==> config.mk <==
export PLATFORM = sky130hd
export DESIGN_NAME = bounded_ordered_list_engine
export DESIGN_NICKNAME = d
export VERILOG_FILES = /design/src/hdl/bole_pkg.sv /design/src/hdl/bole_front.sv /design/src/hdl/bole_queue.sv /design/src/hdl/bole_back.sv /design/src/hdl/bounded_ordered_list_engine.sv
export SDC_FILE = /design/constraint.sdc
export NUM_CORES = 1
export LEC_CHECK = 0
export ABC_AREA = 1
export BUFFER_PORTS_ARGS = -buffer_cell sky130_fd_sc_hd__clkbuf_2
export CORE_MARGIN = 2
export CORE_UTILIZATION = 55
export CTS_CLUSTER_SIZE = 12
export DETAILED_ROUTE_END_ITERATION = 8
export PLACE_DENSITY = 0.76
export RECOVER_POWER = 25
export SYNTH_ARGS = -nofsm -noshare
export SYNTH_HDL_FRONTEND = slang
export SYNTH_SLANG_ARGS = --single-unit
==> constraint.sdc <==
create_clock -name clk -period 10.8 [get_ports clk]
set_input_delay 0.54 -clock clk [delete_from_list [all_inputs] [get_ports clk]]
set_output_delay 0.54 -clock clk [all_outputs]
set_load 0.005 [all_outputs]
==> src/hdl/bole_pkg.sv <==
// Package for the bounded ordered list engine: types, command codes and sizes.
`default_nettype none
package bole_pkg;

	// Default list capacity
	localparam int DEPTH_DEF = 16;

	// Depth of the queue between front and back (power of two)
	localparam int QDEPTH = 2;
	localparam int QAW    = $clog2(QDEPTH);

	// Command codes on the input port
	localparam logic [2:0] CMD_PUSH_FRONT = 3'd0;
	localparam logic [2:0] CMD_PUSH_BACK  = 3'd1;
	localparam logic [2:0] CMD_POP_FRONT  = 3'd2;
	localparam logic [2:0] CMD_POP_BACK   = 3'd3;
	localparam logic [2:0] CMD_SEARCH     = 3'd4;
	localparam logic [2:0] CMD_REMOVE     = 3'd5;

	// Classified operation
	typedef enum logic [2:0] {
		OP_PUSH_FRONT,
		OP_PUSH_BACK,
		OP_POP_FRONT,
		OP_POP_BACK,
		OP_SEARCH,
		OP_REMOVE,
		OP_NOP
	} op_t;

	// Result status
	typedef enum logic [1:0] {
		STAT_OK,
		STAT_FULL,
		STAT_EMPTY
	} status_t;

	// Back end sequencer states
	typedef enum logic {
		ST_IDLE,
		ST_SCAN
	} state_t;

	// One queued item
	typedef struct packed {
		op_t         op;
		logic [31:0] value;
	} item_t;

	// Queue head as seen by the back end
	typedef struct packed {
		logic  vld;
		item_t item;
	} q_head_t;

endpackage
`default_nettype wire

==> src/hdl/bole_front.sv <==
// Front end: accepts command beats and classifies them into queue items.
`default_nettype none
module bole_front (
	input  wire                 clk,
	input  wire                 arst_n,
	input  wire                 start,
	output logic                busy,
	input  wire  [2:0]          command,
	input  wire  signed [31:0]  value,
	input  wire                 q_full,
	output logic                q_push,
	output bole_pkg::item_t     q_item
);

	logic            vld_s1;
	bole_pkg::item_t item_s1;
	logic            accept;
	bole_pkg::op_t   op;

	// Decode command code, unused codes become no-ops
	always_comb begin
		unique case (command)
			bole_pkg::CMD_PUSH_FRONT: op = bole_pkg::OP_PUSH_FRONT;
			bole_pkg::CMD_PUSH_BACK:  op = bole_pkg::OP_PUSH_BACK;
			bole_pkg::CMD_POP_FRONT:  op = bole_pkg::OP_POP_FRONT;
			bole_pkg::CMD_POP_BACK:   op = bole_pkg::OP_POP_BACK;
			bole_pkg::CMD_SEARCH:     op = bole_pkg::OP_SEARCH;
			bole_pkg::CMD_REMOVE:     op = bole_pkg::OP_REMOVE;
			default:                  op = bole_pkg::OP_NOP;
		endcase
	end

	// Stage drains into the queue whenever the queue has room
	assign q_push = vld_s1 && !q_full;
	assign busy   = vld_s1 && q_full;
	assign accept = start && !busy;
	assign q_item = item_s1;

	always_ff @(posedge clk or negedge arst_n) begin
		if (!arst_n) begin
			vld_s1 <= 1'b0;
		end else if (accept) begin
			vld_s1 <= 1'b1;
		end else if (q_push) begin
			vld_s1 <= 1'b0;
		end
	end

	always_ff @(posedge clk) begin
		if (accept) begin
			item_s1.op    <= op;
			item_s1.value <= value;
		end
	end

endmodule
`default_nettype wire

==> src/hdl/bole_queue.sv <==
// Short queue of classified items between the front and back ends.
`default_nettype none
module bole_queue (
	input  wire                 clk,
	input  wire                 arst_n,
	input  wire                 push,
	input  bole_pkg::item_t     push_item,
	output logic                full,
	input  wire                 pop,
	output bole_pkg::q_head_t   head
);

	bole_pkg::item_t          slot_q [bole_pkg::QDEPTH];
	logic [bole_pkg::QAW-1:0] wr_ptr_q;
	logic [bole_pkg::QAW-1:0] rd_ptr_q;
	logic [bole_pkg::QAW:0]   fill_q;
	logic                     do_pop;

	assign full      = fill_q == (bole_pkg::QAW+1)'(bole_pkg::QDEPTH);
	assign head.vld  = fill_q != '0;
	assign head.item = slot_q[rd_ptr_q];
	assign do_pop    = pop && head.vld;

	// Pointers wrap naturally, the depth is a power of two
	always_ff @(posedge clk or negedge arst_n) begin
		if (!arst_n) begin
			wr_ptr_q <= '0;
			rd_ptr_q <= '0;
			fill_q   <= '0;
		end else begin
			if (push) begin
				wr_ptr_q <= wr_ptr_q + 1'b1;
			end
			if (do_pop) begin
				rd_ptr_q <= rd_ptr_q + 1'b1;
			end
			if (push && !do_pop) begin
				fill_q <= fill_q + 1'b1;
			end else if (do_pop && !push) begin
				fill_q <= fill_q - 1'b1;
			end
		end
	end

	always_ff @(posedge clk) begin
		if (push) begin
			slot_q[wr_ptr_q] <= push_item;
		end
	end

endmodule
`default_nettype wire

==> src/hdl/bole_back.sv <==
// Back end: executes list commands on a circular entry memory.
`default_nettype none
module bole_back #(
	parameter int DEPTH = bole_pkg::DEPTH_DEF
) (
	input  wire                 clk,
	input  wire                 arst_n,
	input  bole_pkg::q_head_t   head,
	output logic                pop,
	output logic                done,
	output logic [1:0]          status,
	output logic                found,
	output logic [3:0]          position,
	output logic [4:0]          entry_count
);

	localparam int AW = $clog2(DEPTH);
	localparam int CW = $clog2(DEPTH + 1);
	localparam logic [CW:0]   DEPTH_W = (CW+1)'(DEPTH);
	localparam logic [CW-1:0] DEPTH_C = CW'(DEPTH);
	localparam logic [AW-1:0] LAST_A  = AW'(DEPTH - 1);

	// head + offset, modulo DEPTH
	function automatic logic [AW-1:0] wrap_add(input logic [AW-1:0] b, input logic [CW-1:0] o);
		logic [CW:0] s;
		s = (CW+1)'(b) + {1'b0, o};
		if (s >= DEPTH_W) begin
			s = s - DEPTH_W;
		end
		return s[AW-1:0];
	endfunction

	// Control state
	bole_pkg::state_t state_q, state_nxt;
	logic [CW-1:0]    cnt_q;
	logic [AW-1:0]    head_q;
	logic             done_q;
	logic [CW-1:0]    rd_idx_q;
	logic             chk_vld_q;

	// Scan payload
	bole_pkg::op_t    op_q;
	logic [31:0]      val_q;
	logic [AW-1:0]    chk_idx_q;
	logic [CW-1:0]    w_q;
	logic             found_q;
	logic [AW-1:0]    pos_q;
	logic [31:0]      rdata_q;
	logic [31:0]      mem_q [DEPTH];

	// Result registers
	bole_pkg::status_t status_q;
	logic              found_res_q;
	logic [AW-1:0]     pos_res_q;
	logic [CW-1:0]     cnt_res_q;

	// Combinational controls
	logic              is_full, is_empty;
	logic              scan_start, issue, match, last;
	logic              we;
	logic [AW-1:0]     waddr, raddr;
	logic [31:0]       wdata;
	logic [CW-1:0]     cnt_nxt, w_nxt;
	logic [AW-1:0]     head_nxt, head_dec, head_inc;
	logic              res_fire, res_found;
	bole_pkg::status_t res_status;
	logic [AW-1:0]     res_pos;

	assign is_full  = cnt_q == DEPTH_C;
	assign is_empty = cnt_q == '0;
	assign head_dec = (head_q == '0) ? LAST_A : head_q - 1'b1;
	assign head_inc = (head_q == LAST_A) ? '0 : head_q + 1'b1;
	assign raddr    = wrap_add(head_q, rd_idx_q);
	assign match    = chk_vld_q && (rdata_q == val_q);
	assign last     = chk_vld_q && (CW'(chk_idx_q) == cnt_q - 1'b1);

	// Next state
	always_comb begin
		state_nxt = state_q;
		unique case (state_q)
			bole_pkg::ST_IDLE: begin
				if (scan_start) begin
					state_nxt = bole_pkg::ST_SCAN;
				end
			end
			bole_pkg::ST_SCAN: begin
				if (last) begin
					state_nxt = bole_pkg::ST_IDLE;
				end
			end
			default: state_nxt = bole_pkg::ST_IDLE;
		endcase
	end

	// Sequencer outputs and result formation
	always_comb begin
		pop        = 1'b0;
		scan_start = 1'b0;
		issue      = 1'b0;
		we         = 1'b0;
		waddr      = head_q;
		wdata      = head.item.value;
		cnt_nxt    = cnt_q;
		head_nxt   = head_q;
		w_nxt      = w_q;
		res_fire   = 1'b0;
		res_status = bole_pkg::STAT_OK;
		res_found  = 1'b0;
		res_pos    = '0;
		unique case (state_q)
			bole_pkg::ST_IDLE: begin
				if (head.vld) begin
					pop = 1'b1;
					unique case (head.item.op)
						bole_pkg::OP_PUSH_FRONT: begin
							res_fire = 1'b1;
							if (is_full) begin
								res_status = bole_pkg::STAT_FULL;
							end else begin
								we       = 1'b1;
								waddr    = head_dec;
								head_nxt = head_dec;
								cnt_nxt  = cnt_q + 1'b1;
							end
						end
						bole_pkg::OP_PUSH_BACK: begin
							res_fire = 1'b1;
							if (is_full) begin
								res_status = bole_pkg::STAT_FULL;
							end else begin
								we      = 1'b1;
								waddr   = wrap_add(head_q, cnt_q);
								cnt_nxt = cnt_q + 1'b1;
							end
						end
						bole_pkg::OP_POP_FRONT: begin
							res_fire = 1'b1;
							if (is_empty) begin
								res_status = bole_pkg::STAT_EMPTY;
							end else begin
								head_nxt = head_inc;
								cnt_nxt  = cnt_q - 1'b1;
							end
						end
						bole_pkg::OP_POP_BACK: begin
							res_fire = 1'b1;
							if (is_empty) begin
								res_status = bole_pkg::STAT_EMPTY;
							end else begin
								cnt_nxt = cnt_q - 1'b1;
							end
						end
						bole_pkg::OP_SEARCH, bole_pkg::OP_REMOVE: begin
							if (is_empty) begin
								res_fire = 1'b1;
							end else begin
								scan_start = 1'b1;
							end
						end
						default: begin
							res_fire = 1'b1;
						end
					endcase
				end
			end
			bole_pkg::ST_SCAN: begin
				issue = rd_idx_q < cnt_q;
				// remove: keep non-matching entries, compacted toward the head
				if (chk_vld_q && op_q == bole_pkg::OP_REMOVE && !match) begin
					we    = 1'b1;
					waddr = wrap_add(head_q, w_q);
					wdata = rdata_q;
					w_nxt = w_q + 1'b1;
				end
				res_found = found_q || match;
				res_pos   = found_q ? pos_q : (match ? chk_idx_q : '0);
				if (last) begin
					res_fire = 1'b1;
					if (op_q == bole_pkg::OP_REMOVE) begin
						cnt_nxt = w_nxt;
					end
				end
			end
			default: begin
				pop = 1'b0;
			end
		endcase
	end

	// Control registers
	always_ff @(posedge clk or negedge arst_n) begin
		if (!arst_n) begin
			state_q   <= bole_pkg::ST_IDLE;
			cnt_q     <= '0;
			head_q    <= '0;
			done_q    <= 1'b0;
			rd_idx_q  <= '0;
			chk_vld_q <= 1'b0;
		end else begin
			state_q   <= state_nxt;
			cnt_q     <= cnt_nxt;
			head_q    <= head_nxt;
			done_q    <= res_fire;
			chk_vld_q <= issue;
			if (scan_start) begin
				rd_idx_q <= '0;
			end else if (issue) begin
				rd_idx_q <= rd_idx_q + 1'b1;
			end
		end
	end

	// Scan payload registers
	always_ff @(posedge clk) begin
		if (scan_start) begin
			op_q    <= head.item.op;
			val_q   <= head.item.value;
			w_q     <= '0;
			found_q <= 1'b0;
			pos_q   <= '0;
		end else begin
			w_q <= w_nxt;
			if (match && !found_q) begin
				found_q <= 1'b1;
				pos_q   <= chk_idx_q;
			end
		end
		chk_idx_q <= rd_idx_q[AW-1:0];
	end

	// Result registers
	always_ff @(posedge clk) begin
		if (res_fire) begin
			status_q    <= res_status;
			found_res_q <= res_found;
			pos_res_q   <= res_pos;
			cnt_res_q   <= cnt_nxt;
		end
	end

	// Entry memory: one write port, one registered read port
	always_ff @(posedge clk) begin
		if (we) begin
			mem_q[waddr] <= wdata;
		end
	end

	always_ff @(posedge clk) begin
		if (issue) begin
			rdata_q <= mem_q[raddr];
		end
	end

	assign done        = done_q;
	assign status      = status_q;
	assign found       = found_res_q;
	assign position    = 4'(pos_res_q);
	assign entry_count = 5'(cnt_res_q);

endmodule
`default_nettype wire

==> src/hdl/bounded_ordered_list_engine.sv <==
// Top level of the bounded ordered list engine.
//
//  channel   | handshake          | fields
//  ----------+--------------------+--------------------------------------------
//  command   | start / busy       | command[2:0], value[31:0] signed
//  result    | done (one cycle)   | status[1:0], found, position[3:0],
//            |                    | entry_count[4:0]
//
// A beat is taken at a clock edge with start high and busy low; each command
// gives one result beat, with done high for exactly one cycle; the receiver cannot stall.
// Pushes, pops and unused codes are finished by the back end while idle; with an
// empty queue a beat passes the front stage, the queue and the done register.
// Search and remove scan the entry memory one word a cycle through its registered
// read port on a nonempty list and hold the back end until the last entry is checked.
// Reset clears the count and the queue; entry memory has no reset.
// busy rises when the front stage holds a beat and the two-entry queue is full.
`default_nettype none
module bounded_ordered_list_engine #(
	parameter int DEPTH = bole_pkg::DEPTH_DEF
) (
	input  wire                 clk,
	input  wire                 arst_n,
	input  wire                 start,
	output logic                busy,
	input  wire  [2:0]          command,
	input  wire  signed [31:0]  value,
	output logic                done,
	output logic [1:0]          status,
	output logic                found,
	output logic [3:0]          position,
	output logic [4:0]          entry_count
);

	logic              q_full;
	logic              q_push;
	logic              q_pop;
	bole_pkg::item_t   q_item;
	bole_pkg::q_head_t q_head;

	bole_front u_front (
		.clk     (clk),
		.arst_n  (arst_n),
		.start   (start),
		.busy    (busy),
		.command (command),
		.value   (value),
		.q_full  (q_full),
		.q_push  (q_push),
		.q_item  (q_item)
	);

	bole_queue u_queue (
		.clk       (clk),
		.arst_n    (arst_n),
		.push      (q_push),
		.push_item (q_item),
		.full      (q_full),
		.pop       (q_pop),
		.head      (q_head)
	);

	bole_back #(
		.DEPTH (DEPTH)
	) u_back (
		.clk         (clk),
		.arst_n      (arst_n),
		.head        (q_head),
		.pop         (q_pop),
		.done        (done),
		.status      (status),
		.found       (found),
		.position    (position),
		.entry_count (entry_count)
	);

endmodule
`default_nettype wire
==> impl_metrics.env <==
export IMPL_worst_skew_pair_late_latency_ps=610
export IMPL_synth_most_common_cell="edfxtp_1"
export IMPL_htreeDepth=3
export IMPL_post_cts_buffers=0
export IMPL_drive_gt1_frac=0.0859
export IMPL_grt_setup_unrepaired="no"
export IMPL_async_flop_share=0.0301
export IMPL_postCtsHoldBufs=1
export IMPL_synth_cell_types=42
export IMPL_cp_slowest_cell="clkinvlp_2"
export IMPL_crit_fanout=37
export IMPL_rr_startpoint="u_queue.rd_ptr_q"
export IMPL_portBuffers=51
export IMPL_synth_common_cells="696 x edfxtp_1, 327 x nand2_1, 243 x o21ai_0"
export IMPL_seq_area_frac_synth=0.722
export IMPL_crit_type="flop to flop"
export IMPL_ys_warnings_count=0
export IMPL_root_buffer="clkbuf_16"
export IMPL_slew_violations=194
export IMPL_finalHoldViolCount=0
export IMPL_core_mm2=0.0539
export IMPL_yosysTopAreaCellShare=0.695
export IMPL_finalSetupViolations=0
export IMPL_period_needed_ps=7270
export IMPL_syn_nets=2365
export IMPL_r2r_setup_slack_ps=3530
export IMPL_grt_start_max_net_pins=93
export IMPL_critPathArrivalTime_ps=7510
export IMPL_io_pins=52
export IMPL_outcome="finished, violations left"
export IMPL_worstHoldStart="value[26]"
export IMPL_setup_tns_ps=0
export IMPL_areaGrowthSynthToFinish_pct=10.4
export IMPL_nNetsFinal=2419
export IMPL_setup_worst_path_start="u_queue.rd_ptr_q"
export IMPL_syn_area_mm2=0.0301
export IMPL_first_pass_iters=5
export IMPL_wl_um=67800
export IMPL_globalRouteTotalUtil=0.241
export IMPL_cts_path_max_buffers=3
export IMPL_max_slew_margin=-1.08
export IMPL_drv_cap=6
export IMPL_synth_avg_cell_area_um2=13.1
export IMPL_clk_pin_slew_worst_paths_ps=60
export IMPL_initial_core_util=0.558
export IMPL_max_stage_delay_ps=1760
export IMPL_yosysTopAreaCell="edfxtp_1"
export IMPL_synth_area_leaders="edfxtp_1 69%, mux2i_1 4.3%, nand2_1 4.1%, o21ai_0 4.0%, a21oi_1 3.2%"
export IMPL_period_share=0.673
export IMPL_num_rows=85
export IMPL_ant_nets=0
export IMPL_clock_sinks=732
export IMPL_routabilityCongestion=0.861
export IMPL_synthFlopType="edfxtp_1"
export IMPL_overflow=0
export IMPL_violations="capacitance limit, slew limit"
export IMPL_drt_iter0_drc=2085
export IMPL_route_detailed_drc=0
export IMPL_critical_path_startpoint_type="flop"
export IMPL_placed_cell_area_mm2=0.0312
export IMPL_vias=18300
export IMPL_synthCells=2304
export IMPL_via_per_inst=5.95
export IMPL_cts_buffers=73
export IMPL_antenna_cells=0
export IMPL_fmax_ghz=0.138
export IMPL_wl_per_cell_um=22.0
export IMPL_cts_tree="done"
export IMPL_yosys_register_bits=732
export IMPL_required_ps=11040
export IMPL_first_global_vias=18100
export IMPL_path_cells="clkbuf_1 -> clkinvlp_2 -> or2_0 -> o21ai_0 -> clkinvlp_2 -> nor2_2 -> o211ai_1 -> nand3_1 -> o211ai_1 -> nand2_1 -> nand3_2 -> nor2_4 -> buf_4"
export IMPL_die_area_mm2=0.0566
export IMPL_grt_antenna_before_repair=0
export IMPL_worst_pin_slew_ps=3110
export IMPL_cp_end_kind="flop"
export IMPL_fin_skew_ps=19.6
export IMPL_grt_pass1_wl_um=103000
export IMPL_hpwl_um=36600
export IMPL_min_path_type="primary input to flop"
export IMPL_fp_dieH_um=238
export IMPL_design_area_mm2=0.0332
export IMPL_post_cts_resized=0
export IMPL_die_x_um=238
export IMPL_synth_edf_count=696
final cells by class:
cell class / instances / area, µm²
clock buffers: 88 / 1940
flip-flops and latches: 732 / 21700
well taps: 696 / 871
inverters: 227 / 856
fillers: 3861 / 20700
repair buffers: 93 / 542
multi-input cells: 1231 / 7160
clock inverters: 15 / 128
critical path: cells and delay by family (launching register included):
kind	cells	cell delay [ps]
flops	1	320
compound gates	3	590
buf+inv	4	4310
simple gates	6	1620
registers in the layout (all words and copies together), names as in the netlist, 3 cells and up:
signal / count
u_back.mem_q: 512
u_queue.slot_q: 70
u_front.q_item: 35
u_back.rdata_q: 32
u_back.val_q: 32
u_back.cnt_q: 5
u_back.entry_count: 5
u_back.rd_idx_q: 5
u_back.w_q: 5
u_back.chk_idx_q: 4
u_back.head_q: 4
u_back.pos_q: 4
u_back.position: 4
u_back.op_q: 3
stage by stage:
step	std cells	hold WS (ps)	util	setup WS [ps]
3_3_place_gp	2978	424	0.579	6390
3_5_place_dp	2978	430	0.579	6230
2_1_floorplan	2304	244	-	7080
4_1_cts	3082	70.2	0.617	6210
6_report	3082	102	0.616	3530
5_1_grt	3082	78.2	0.616	3080
kinds of logic (layout without fill, tap and decap cells):
group / count (synthesis) / count (layout) / synth area share
buffers and inverters: 341 / 423 / 0.0453
adders and majority gates: 23 / 23 / 0.0103
and+or+nand+nor: 462 / 462 / 0.0629
xor gates and xnor gates: 35 / 35 / 0.0102
AOI/OAI and AO/OA: 583 / 583 / 0.106
DFF: 732 / 732 / 0.722
muxes: 128 / 128 / 0.0426
final timing paths:
| path | end | cells past startpoint |
|---|---|---|
| setup / recovery | u_back.mem_q[3][24] | 13 |
| hold / removal | u_front.q_item[26] | 1 |
| setup reg to reg | u_back.mem_q[3][24] | 13 |
| hold reg to reg | u_queue.slot_q[0][22] | 0 |
| max in group asynchronous | u_back.state_q | 2 |
| min in group asynchronous | u_back.head_q[1] | 2 |
cell usage in the layout, fill, tap and decap left out, types with 14 or more instances in the layout:
cell type	netlist	layout
a21oi_1	194	194
a31oi_1	48	47
buf_4	9	37
clkbuf_1	71	28
clkbuf_16	0	75
clkbuf_2	1	38
dfrtp_1	22	22
dfxtp_1	14	14
edfxtp_1	696	696
ha_1	20	19
inv_1	221	219
mux2i_1	128	128
nand2_1	327	329
nand3_1	34	35
nor2_1	71	54
nor2_4	0	17
o211ai_1	75	75
o21ai_0	243	244
xor2_1	24	22
metal layers:
| layer | vias to the layer above | part of all wire | track usage |
|---|---|---|---|
| li1 | 8369 | - | - |
| met1 | 8964 | 0.39 | 0.320 |
| met2 | 826 | 0.48 | 0.393 |
| met3 | 166 | 0.081 | 0.0392 |
| met4 | 0 | 0.042 | 0.112 |
| met5 | - | 0 | 0 |
Power is not shown: default switching activity piles up to over one toggle a cycle in this logic, so the estimate is an artifact.
